## src/hw/rtl/stack_to_queue_transfer_top_defines.svh

```systemverilog
// assertion helpers for the stack to queue transfer block
// both expect clk and rst_n in the scope where they are used
`ifndef STACK_TO_QUEUE_TRANSFER_TOP_DEFINES_SVH
`define STACK_TO_QUEUE_TRANSFER_TOP_DEFINES_SVH

// same-cycle implication
`define STQ_ASSERT_IMPL(lbl, ante, cons, msg) \
  lbl: assert property (@(posedge clk) disable iff (!rst_n) (ante) |-> (cons)) \
    else $error(msg);

// next-cycle implication
`define STQ_ASSERT_NEXT(lbl, ante, cons, msg) \
  lbl: assert property (@(posedge clk) disable iff (!rst_n) (ante) |=> (cons)) \
    else $error(msg);

`endif

```

## src/hw/rtl/stq_pkg.sv

```systemverilog
package stq_pkg;

  localparam int STACK_DEPTH = 64;
  localparam int QUEUE_DEPTH = 64;
  localparam int DATA_WIDTH  = 32;

  localparam int SA_W     = $clog2(STACK_DEPTH);
  localparam int SL_W     = $clog2(STACK_DEPTH + 1);
  localparam int QA_W     = $clog2(QUEUE_DEPTH);
  localparam int QL_W     = $clog2(QUEUE_DEPTH + 1);
  localparam int KIND_W   = 3;
  localparam int STATUS_W = 2;
  localparam int MOVED_W  = QL_W;

  typedef enum logic [KIND_W-1:0] {
    K_ENQ  = 3'd0,
    K_PUSH = 3'd1,
    K_POP  = 3'd2,
    K_DEQ  = 3'd3,
    K_XFER = 3'd4,
    K_DUMP = 3'd5
  } kind_t;

  typedef enum logic [STATUS_W-1:0] {
    ST_OK    = 2'd0,
    ST_EMPTY = 2'd1,
    ST_FULL  = 2'd2
  } status_t;

  typedef enum logic [1:0] {
    S_IDLE,
    S_RESP,
    S_XFER,
    S_DUMP
  } state_t;

  typedef enum logic [1:0] {
    SRC_ZERO,
    SRC_STACK,
    SRC_QUEUE
  } data_src_t;

  // operation requests from the sequencer to the stores
  typedef struct packed {
    logic                  push;
    logic                  pop;
    logic                  enq;
    logic                  deq;
    logic                  xfer;
    logic                  dump_rd;
    logic [QA_W-1:0]       dump_addr;
    logic [DATA_WIDTH-1:0] wdata;
  } stq_cmd_t;

  // store occupancy seen by the sequencer
  typedef struct packed {
    logic            stack_empty;
    logic            stack_full;
    logic            queue_empty;
    logic            queue_full;
    logic            xfer_ok;
    logic [QA_W-1:0] queue_head;
    logic [QL_W-1:0] queue_level;
  } stq_sts_t;

  function automatic logic [QA_W-1:0] q_next(input logic [QA_W-1:0] p);
    q_next = (p == QA_W'(QUEUE_DEPTH - 1)) ? '0 : p + 1'b1;
  endfunction

endpackage

```

## src/hw/rtl/stq_stores.sv

```systemverilog
module stq_stores (
  input  logic                             clk,
  input  logic                             rst_n,
  input  stq_pkg::stq_cmd_t                cmd,
  output stq_pkg::stq_sts_t                sts,
  output logic [stq_pkg::DATA_WIDTH-1:0]   stack_rdata,
  output logic [stq_pkg::DATA_WIDTH-1:0]   queue_rdata
);
  import stq_pkg::*;

  logic [DATA_WIDTH-1:0] stack_mem [STACK_DEPTH];
  logic [DATA_WIDTH-1:0] queue_mem [QUEUE_DEPTH];

  logic [SL_W-1:0]       stack_level_r, stack_level_nxt;
  logic [QA_W-1:0]       queue_head_r, queue_head_nxt;
  logic [QA_W-1:0]       queue_tail_r, queue_tail_nxt;
  logic [QL_W-1:0]       queue_level_r, queue_level_nxt;
  logic                  xfer_pend_r;
  logic [QA_W-1:0]       xfer_addr_r;
  logic [DATA_WIDTH-1:0] stack_rdata_r;
  logic [DATA_WIDTH-1:0] queue_rdata_r;

  logic                  stack_empty, stack_full, queue_empty, queue_full;
  logic [SL_W-1:0]       stack_top_full;
  logic [SA_W-1:0]       stack_top, stack_widx;
  logic                  do_push, do_stack_rd, xfer_mv, do_enq, do_deq;
  logic                  q_we, q_re;
  logic [QA_W-1:0]       q_waddr, q_raddr;
  logic [DATA_WIDTH-1:0] q_wdata;

  assign stack_empty    = (stack_level_r == '0);
  assign stack_full     = (stack_level_r == SL_W'(STACK_DEPTH));
  assign queue_empty    = (queue_level_r == '0);
  assign queue_full     = (queue_level_r == QL_W'(QUEUE_DEPTH));
  assign stack_top_full = stack_level_r - SL_W'(1);
  assign stack_top      = stack_top_full[SA_W-1:0];
  assign stack_widx     = stack_level_r[SA_W-1:0];

  assign do_push     = cmd.push & ~stack_full;
  assign xfer_mv     = cmd.xfer & ~stack_empty & ~queue_full;
  assign do_stack_rd = (cmd.pop & ~stack_empty) | xfer_mv;
  assign do_enq      = cmd.enq & ~queue_full;
  assign do_deq      = cmd.deq & ~queue_empty;

  // a transfer reserves its queue slot when the stack is read, the word is written in the following cycle
  assign q_we    = do_enq | xfer_pend_r;
  assign q_waddr = xfer_pend_r ? xfer_addr_r : queue_tail_r;
  assign q_wdata = xfer_pend_r ? stack_rdata_r : cmd.wdata;
  assign q_re    = do_deq | cmd.dump_rd;
  assign q_raddr = cmd.dump_rd ? cmd.dump_addr : queue_head_r;

  always_comb begin
    stack_level_nxt = stack_level_r;
    queue_head_nxt  = queue_head_r;
    queue_tail_nxt  = queue_tail_r;
    queue_level_nxt = queue_level_r;
    if (do_push) begin
      stack_level_nxt = stack_level_r + SL_W'(1);
    end else if (do_stack_rd) begin
      stack_level_nxt = stack_top_full;
    end
    if (do_enq || xfer_mv) begin
      queue_tail_nxt  = q_next(queue_tail_r);
      queue_level_nxt = queue_level_r + QL_W'(1);
    end else if (do_deq) begin
      queue_head_nxt  = q_next(queue_head_r);
      queue_level_nxt = queue_level_r - QL_W'(1);
    end
  end

  always_ff @(posedge clk) begin
    if (!rst_n) begin
      stack_level_r <= '0;
      queue_head_r  <= '0;
      queue_tail_r  <= '0;
      queue_level_r <= '0;
      xfer_pend_r   <= 1'b0;
    end else begin
      stack_level_r <= stack_level_nxt;
      queue_head_r  <= queue_head_nxt;
      queue_tail_r  <= queue_tail_nxt;
      queue_level_r <= queue_level_nxt;
      xfer_pend_r   <= xfer_mv;
    end
  end

  always_ff @(posedge clk) begin
    if (xfer_mv) begin
      xfer_addr_r <= queue_tail_r;
    end
  end

  always_ff @(posedge clk) begin
    if (do_push) begin
      stack_mem[stack_widx] <= cmd.wdata;
    end
    if (do_stack_rd) begin
      stack_rdata_r <= stack_mem[stack_top];
    end
  end

  always_ff @(posedge clk) begin
    if (q_we) begin
      queue_mem[q_waddr] <= q_wdata;
    end
    if (q_re) begin
      queue_rdata_r <= queue_mem[q_raddr];
    end
  end

  assign stack_rdata     = stack_rdata_r;
  assign queue_rdata     = queue_rdata_r;
  assign sts.stack_empty = stack_empty;
  assign sts.stack_full  = stack_full;
  assign sts.queue_empty = queue_empty;
  assign sts.queue_full  = queue_full;
  assign sts.xfer_ok     = ~stack_empty & ~queue_full;
  assign sts.queue_head  = queue_head_r;
  assign sts.queue_level = queue_level_r;

endmodule

```

## src/hw/rtl/stack_to_queue_transfer_top.sv

```systemverilog
// stack to queue transfer: a 64-word LIFO stack and a 64-word circular FIFO queue
// input channel: in_kind selects enqueue, push, pop, dequeue, transfer or dump,
// in_value carries the word for push and enqueue; unused kinds are taken and dropped
// result channel: out_status, out_data_out, out_moved_count, out_last; out_last marks
// the final result of each input transaction
// push, pop, enqueue, dequeue: one result, out_valid rises after acceptance once the
// S_RESP state has loaded the result into the output register
// transfer: one word per cycle through the stack read port into the queue write
// port, then a single result that carries the count of moved words
// dump: n results, the first loaded in S_DUMP, then one per cycle while
// out_stall is low, paced by the queue read port
// the block takes one transaction at a time: in_stall is high from acceptance until
// the last result is loaded into the output register
// out_stall holds the output register and pauses a dump; no result is lost
// reset (synchronous, rst_n low) empties both stores and clears out_valid; the
// store contents are not cleared and need no clearing pass
`include "stack_to_queue_transfer_top_defines.svh"

module stack_to_queue_transfer_top (
  input  logic                           clk,
  input  logic                           rst_n,
  input  logic                           in_valid,
  output logic                           in_stall,
  input  logic [stq_pkg::KIND_W-1:0]     in_kind,
  input  logic [stq_pkg::DATA_WIDTH-1:0] in_value,
  output logic                           out_valid,
  input  logic                           out_stall,
  output logic [stq_pkg::STATUS_W-1:0]   out_status,
  output logic [stq_pkg::DATA_WIDTH-1:0] out_data_out,
  output logic [stq_pkg::MOVED_W-1:0]    out_moved_count,
  output logic                           out_last
);
  import stq_pkg::*;

  state_t                state_r, state_nxt;
  status_t               res_status_r, res_status_nxt;
  data_src_t             res_src_r, res_src_nxt;
  logic [MOVED_W-1:0]    moved_r, moved_nxt;
  logic [QA_W-1:0]       dump_p_r, dump_p_nxt;
  logic [QL_W-1:0]       dump_left_r, dump_left_nxt;

  logic                  out_valid_r;
  logic [STATUS_W-1:0]   out_status_r;
  logic [DATA_WIDTH-1:0] out_data_r;
  logic [MOVED_W-1:0]    out_moved_r;
  logic                  out_last_r;

  logic                  in_fire, out_free, load_out;
  status_t               ld_status;
  logic [DATA_WIDTH-1:0] ld_data;
  logic [MOVED_W-1:0]    ld_moved;
  logic                  ld_last;

  stq_cmd_t              cmd;
  stq_sts_t              sts;
  logic [DATA_WIDTH-1:0] stack_rdata, queue_rdata;
  logic [4:0]            cmd_ops;

  stq_stores u_stores (
    .clk         (clk),
    .rst_n       (rst_n),
    .cmd         (cmd),
    .sts         (sts),
    .stack_rdata (stack_rdata),
    .queue_rdata (queue_rdata)
  );

  assign in_stall = ~rst_n | (state_r != S_IDLE);
  assign in_fire  = in_valid & ~in_stall;
  assign out_free = ~out_valid_r | ~out_stall;

  always_comb begin
    state_nxt      = state_r;
    res_status_nxt = res_status_r;
    res_src_nxt    = res_src_r;
    moved_nxt      = moved_r;
    dump_p_nxt     = dump_p_r;
    dump_left_nxt  = dump_left_r;
    cmd            = '0;
    cmd.wdata      = in_value;
    cmd.dump_addr  = dump_p_r;
    load_out       = 1'b0;
    ld_status      = res_status_r;
    ld_data        = '0;
    ld_moved       = moved_r;
    ld_last        = 1'b1;

    case (state_r)
      S_IDLE: begin
        if (in_fire) begin
          moved_nxt   = '0;
          res_src_nxt = SRC_ZERO;
          case (kind_t'(in_kind))
            K_ENQ: begin
              cmd.enq        = 1'b1;
              res_status_nxt = sts.queue_full ? ST_FULL : ST_OK;
              state_nxt      = S_RESP;
            end
            K_PUSH: begin
              cmd.push       = 1'b1;
              res_status_nxt = sts.stack_full ? ST_FULL : ST_OK;
              state_nxt      = S_RESP;
            end
            K_POP: begin
              cmd.pop        = 1'b1;
              res_status_nxt = sts.stack_empty ? ST_EMPTY : ST_OK;
              res_src_nxt    = sts.stack_empty ? SRC_ZERO : SRC_STACK;
              state_nxt      = S_RESP;
            end
            K_DEQ: begin
              cmd.deq        = 1'b1;
              res_status_nxt = sts.queue_empty ? ST_EMPTY : ST_OK;
              res_src_nxt    = sts.queue_empty ? SRC_ZERO : SRC_QUEUE;
              state_nxt      = S_RESP;
            end
            K_XFER: begin
              state_nxt = S_XFER;
            end
            K_DUMP: begin
              if (sts.queue_empty) begin
                res_status_nxt = ST_EMPTY;
                state_nxt      = S_RESP;
              end else begin
                cmd.dump_rd   = 1'b1;
                cmd.dump_addr = sts.queue_head;
                dump_p_nxt    = q_next(sts.queue_head);
                dump_left_nxt = sts.queue_level - QL_W'(1);
                state_nxt     = S_DUMP;
              end
            end
            default: begin
            end
          endcase
        end
      end

      S_RESP: begin
        if (out_free) begin
          load_out  = 1'b1;
          state_nxt = S_IDLE;
          case (res_src_r)
            SRC_STACK: ld_data = stack_rdata;
            SRC_QUEUE: ld_data = queue_rdata;
            default:   ld_data = '0;
          endcase
        end
      end

      S_XFER: begin
        // one word moves per cycle until the stack runs dry or the queue fills
        cmd.xfer = 1'b1;
        if (sts.xfer_ok) begin
          moved_nxt = moved_r + MOVED_W'(1);
        end else begin
          res_status_nxt = sts.stack_empty ? ST_OK : ST_FULL;
          state_nxt      = S_RESP;
        end
      end

      S_DUMP: begin
        if (out_free) begin
          load_out  = 1'b1;
          ld_status = ST_OK;
          ld_data   = queue_rdata;
          ld_moved  = '0;
          ld_last   = (dump_left_r == '0);
          if (dump_left_r == '0) begin
            state_nxt = S_IDLE;
          end else begin
            // next word is read as this one goes into the output register
            cmd.dump_rd   = 1'b1;
            dump_p_nxt    = q_next(dump_p_r);
            dump_left_nxt = dump_left_r - QL_W'(1);
          end
        end
      end

      default: begin
        state_nxt = S_IDLE;
      end
    endcase
  end

  always_ff @(posedge clk) begin
    if (!rst_n) begin
      state_r     <= S_IDLE;
      out_valid_r <= 1'b0;
    end else begin
      state_r <= state_nxt;
      if (load_out) begin
        out_valid_r <= 1'b1;
      end else if (!out_stall) begin
        out_valid_r <= 1'b0;
      end
    end
  end

  always_ff @(posedge clk) begin
    res_status_r <= res_status_nxt;
    res_src_r    <= res_src_nxt;
    moved_r      <= moved_nxt;
    dump_p_r     <= dump_p_nxt;
    dump_left_r  <= dump_left_nxt;
    if (load_out) begin
      out_status_r <= ld_status;
      out_data_r   <= ld_data;
      out_moved_r  <= ld_moved;
      out_last_r   <= ld_last;
    end
  end

  assign out_valid       = out_valid_r;
  assign out_status      = out_status_r;
  assign out_data_out    = out_data_r;
  assign out_moved_count = out_moved_r;
  assign out_last        = out_last_r;

  assign cmd_ops = {cmd.push, cmd.pop, cmd.enq, cmd.deq, cmd.xfer};

  `STQ_ASSERT_IMPL(a_one_store_op, 1'b1, $onehot0(cmd_ops), "several store operations at once")
  `STQ_ASSERT_IMPL(a_queue_bound, 1'b1, sts.queue_level <= QL_W'(QUEUE_DEPTH), "queue overfilled")
  `STQ_ASSERT_NEXT(a_pop_resp, in_fire && in_kind == K_POP, state_r == S_RESP, "pop not answered")
  `STQ_ASSERT_NEXT(a_dump_end, state_r == S_DUMP && load_out && dump_left_r == '0, state_r == S_IDLE && out_valid_r && out_last_r, "dump did not end with last")

endmodule

```

## config.mk

```make
export PLATFORM = sky130hd
export DESIGN_NAME = stack_to_queue_transfer_top
export DESIGN_NICKNAME = d
export VERILOG_FILES = /design/src/hw/rtl/stq_pkg.sv /design/src/hw/rtl/stq_stores.sv /design/src/hw/rtl/stack_to_queue_transfer_top.sv
export VERILOG_INCLUDE_DIRS = /design/src /design/src/hw/rtl
export SDC_FILE = /design/constraint.sdc
export NUM_CORES = 2
export LEC_CHECK = 0
export ABC_CLOCK_PERIOD_IN_PS = 8500
export BUFFER_PORTS_ARGS = -buffer_cell sky130_fd_sc_hd__buf_2
export CORE_UTILIZATION = 35
export DETAILED_ROUTE_END_ITERATION = 8
export RECOVER_POWER = 50
export SLEW_MARGIN = 10
export SYNTH_ARGS = -nofsm -noshare
export SYNTH_HDL_FRONTEND = slang
export SYNTH_SLANG_ARGS = --single-unit
```

## constraint.sdc

```tcl
create_clock -name clk -period 8.5 [get_ports clk]
set_input_delay 0.85 -clock clk [delete_from_list [all_inputs] [get_ports clk]]
set_output_delay 0.85 -clock clk [all_outputs]
set_load 0.01 [all_outputs]
```

==> impl_metrics.csv <==
group,metric,value,unit
clock_network,cts_tree,"yes",
global_routing,antenna_found_initial,52,
clock_network,cts-resized-gates,0,
die,core,471000,sq um
placed_design,dpl.cell_count,14800,
worst_setup_path,crit_fanout,64,
timing,fmax,162,MHz
run_status,violations,"max-capacitance violations, max-slew violations",
die,boundaryPins,83,
drt,drt-initial-drc-count,14800,
global_routing,grt_pass1_vias,87400,
worst_setup_path,start_kind,"flop",
placed_design,place_hpwl,275,mm
yosys,ys_ff_latch,4262,
clock_network,root_buffer,"clkbuf_16",
timing,relSlewSlack,-153,%
yosys,syn_area,165000,sq um
global_routing,grt_max_degree,169,
pwr,clockPowerShare,42.3,%
pwr,switchingPower,9.01,mW
final_layout,drive_above_1_share,19.3,%
clock_network,clk-insertion-delay-late,0.99,ns
global_routing,grt_usage,20.3,%
pwr,p_sw_share,21.0,%
clock_network,cts_max_path_buffers,4,
die,die_x,689,microns
pwr,internal_power,33.9,mW
drt,routed-via-count,89700,
placed_design,routabilityCongestion,0.844,
clock_network,postCtsSetupRepairBufs,0,
pwr,vdd_drop_max,167,uV
die,die-height,689,microns
final_layout,nets,9059,
yosys,syn_inst,8708,
pwr,total_power,42.9,mW
yosys,ys_types,87,
worst_hold_path,hold_class,"input port to flop",
timing,rsz0062_at_grt,"false",
clock_network,cts_hold_buf,0,
global_routing,grt-ovfl-total,0,
timing,min_period,6.18,ns
drt,ant_nets,0,
yosys,ys_async_sr_fraction,0,%
pwr,power_frac_comb,3.4,%
timing,tightest_slew,3.79,ns
worst_setup_path,cp_data_required_time,8.74,ns
yosys,ys_seq_area_share,77.2,%
timing,tns,0,ns
final_layout,fillers,41600,
worst_setup_path,endpoint_kind,"flop",
yosys,syn-num-nets,8763,
timing,finalHoldViolCount,0,
timing,hold_ws,0.263,ns
global_routing,grt_first_pass_wirelength,683,mm
drt,drt-total-wl,494,mm
die,start_util,35.1,%
drt,viasPerCell,5.76,
die,dieArea,475000,sq um
drt,dr.pass1.iters,8,
job,cap_violations,73,
yosys,synth_edf_count,4232,
final_layout,fin_cells,15600,
die,row_count,252,
yosys,yosysWarnings,0,
pwr,p_per_area,229,nW/um^2
drt,remaining_drc_errors,0,
timing,finalClockSkew,0.0551,ns
yosys,ys.flop_type,"edfxtp_1",
timing,timing.final.crit_share,72.7,%
timing,finalSetupViolCount,0,
clock_network,cts.sinks,4262,
clock_network,cts_buffers,412,
drt,post_drt_wl_per_cell,31.7,microns
placed_design,portBuffers,82,
worst_setup_path,arrival,6.42,ns
pwr,p_leak,57.0,nW
run_status,outcome,"finished, violations left",
final_layout,areaGrowthSynthToFinish,13.6,%
pwr,pwr-share-seq,54.3,%
yosys,syn_avg_cell_area,19.0,sq um
worst_setup_path,worstSetupPathType,"flop to flop",
clock_network,path_clk_slew,0.06,ns
timing,slew_violations,4113,
clock_network,h-tree-depth,5,
## path summary, 6_finish.rpt
path	start	end	slack, ns	cells past startpoint
worst min register to register	res_status_r[0]	out_status[0]	0.48	1
worst min-delay path	out_stall	out_valid	0.26	3
worst max register to register	u_stores.xfer_pend_r	u_stores.queue_mem[51][17]	2.32	3
worst max-delay path	u_stores.xfer_pend_r	u_stores.queue_mem[51][17]	2.32	3
## synth_stat cells, types with 58 or more instances
cell type     n  area share (%)
mux4_2      781              11
nand2_1    1157             2.6
nor2_1      199            0.45
o21ai_0      73            0.22
a211oi_1     78            0.35
edfxtp_1   4232              77
clkbuf_1    206            0.47
mux2i_1     221             1.3
and3_1       85            0.32
buf_2       157            0.48
a21oi_1     258            0.78
o22ai_1      58            0.22
nand4_1      67            0.25
a31oi_1      97            0.37
buf_1        77            0.17
nand3_1     266            0.80
## sequential cells by signal (all words and copies together) (netlist names), 7 cells and up
name                    flops
u_stores.stack_rdata       32
out_moved_count             7
moved_r                     7
out_data_out               32
u_stores.queue_rdata       32
u_stores.queue_mem       2048
dump_left_r                 7
u_stores.stack_mem       2048
u_stores.stack_level_r      7
u_stores.queue_level_r      7
## logic make-up (layout without fill, tap and decap cells)
| kind of cell | count (synthesis) | after routing | synth area share (%) |
|---|---|---|---|
| multiplexers | 1044 | 1044 | 12.3 |
| adder cells (fa/ha/maj) | 16 | 16 | 0.121 |
| AO/OA/AOI/OAI | 890 | 890 | 3.64 |
| AND/OR/NAND/NOR | 1954 | 1954 | 5.20 |
| flip-flops | 4262 | 4262 | 77.2 |
| XOR/XNOR | 35 | 35 | 0.185 |
| buffers and inverters | 507 | 1142 | 1.39 |
| other | 0 | 14 | 0 |
## stage by stage
stage | util, % | worst slack (ns) | instance area, sq um
2_1_floorplan | - | 2.84 | 165000
3_3_place_gp | 37.2 | 2.82 | 175000
3_5_place_dp | 37.2 | 2.60 | 175000
4_1_cts | 40.0 | 2.54 | 188000
5_1_grt | 39.9 | 2.04 | 188000
6_report | 39.9 | 2.32 | 188000
## cell usage in the layout (no fill, tap or decap), types with 31 or more instances in the layout
cell type,netlist,layout
edfxtp_1,4232,4232
nand2_1,1157,1155
mux4_2,781,781
clkbuf_16,0,420
nand3_1,266,267
a21oi_1,258,256
mux2i_1,221,218
clkbuf_1,206,214
buf_4,45,211
nor2_4,1,131
clkinv_1,0,104
a31oi_1,97,96
and3_1,85,84
a211oi_1,78,78
o21ai_0,73,72
nor2_1,199,70
nand4_1,67,67
clkinv_2,0,60
o22ai_1,58,58
a22oi_1,45,45
a22o_1,45,44
a32oi_1,43,43
bufinv_16,0,39
o221ai_1,31,31
## critical path, cell delays in order, from the launching register on
cell      delay, ns
dfxtp_1        0.41
clkbuf_1       1.80
mux2_2         0.46
clkbuf_1       2.63
## power groups by stage
stage          Clock, mW  Sequential, mW  Combinational [mW]
4_1_cts             18.3            23.3                1.48
2_1_floorplan          0            23.7               0.758
5_1_grt             19.1            23.3                1.52
6_report            18.2            23.3                1.45
3_3_place_gp           0            23.7                1.43
3_5_place_dp           0            23.7                1.47
## layout make-up
cell class	instances	area [sq um]	area share [%]
Antenna cell	14	35.0	0.0187
Clock inverter	243	2350	1.25
Tap cell	6223	7790	4.15
Sequential cell	4262	128000	68.0
Clock buffer	510	10800	5.78
Inverter	18	67.6	0.0360
Multi-Input combinational cell	3939	36600	19.5
Timing Repair Buffer	371	2480	1.32
## layer usage
layer | track usage (%) | share of wire [%] | up-vias
li1 | - | - | 35900
met1 | 28.2 | 39 | 47500
met2 | 31.9 | 46 | 5410
met3 | 4.06 | 11 | 935
met4 | 6.90 | 3.8 | 10
met5 | 0 | 0.013 | -
Note: power is estimated with default switching activity, not from simulation.
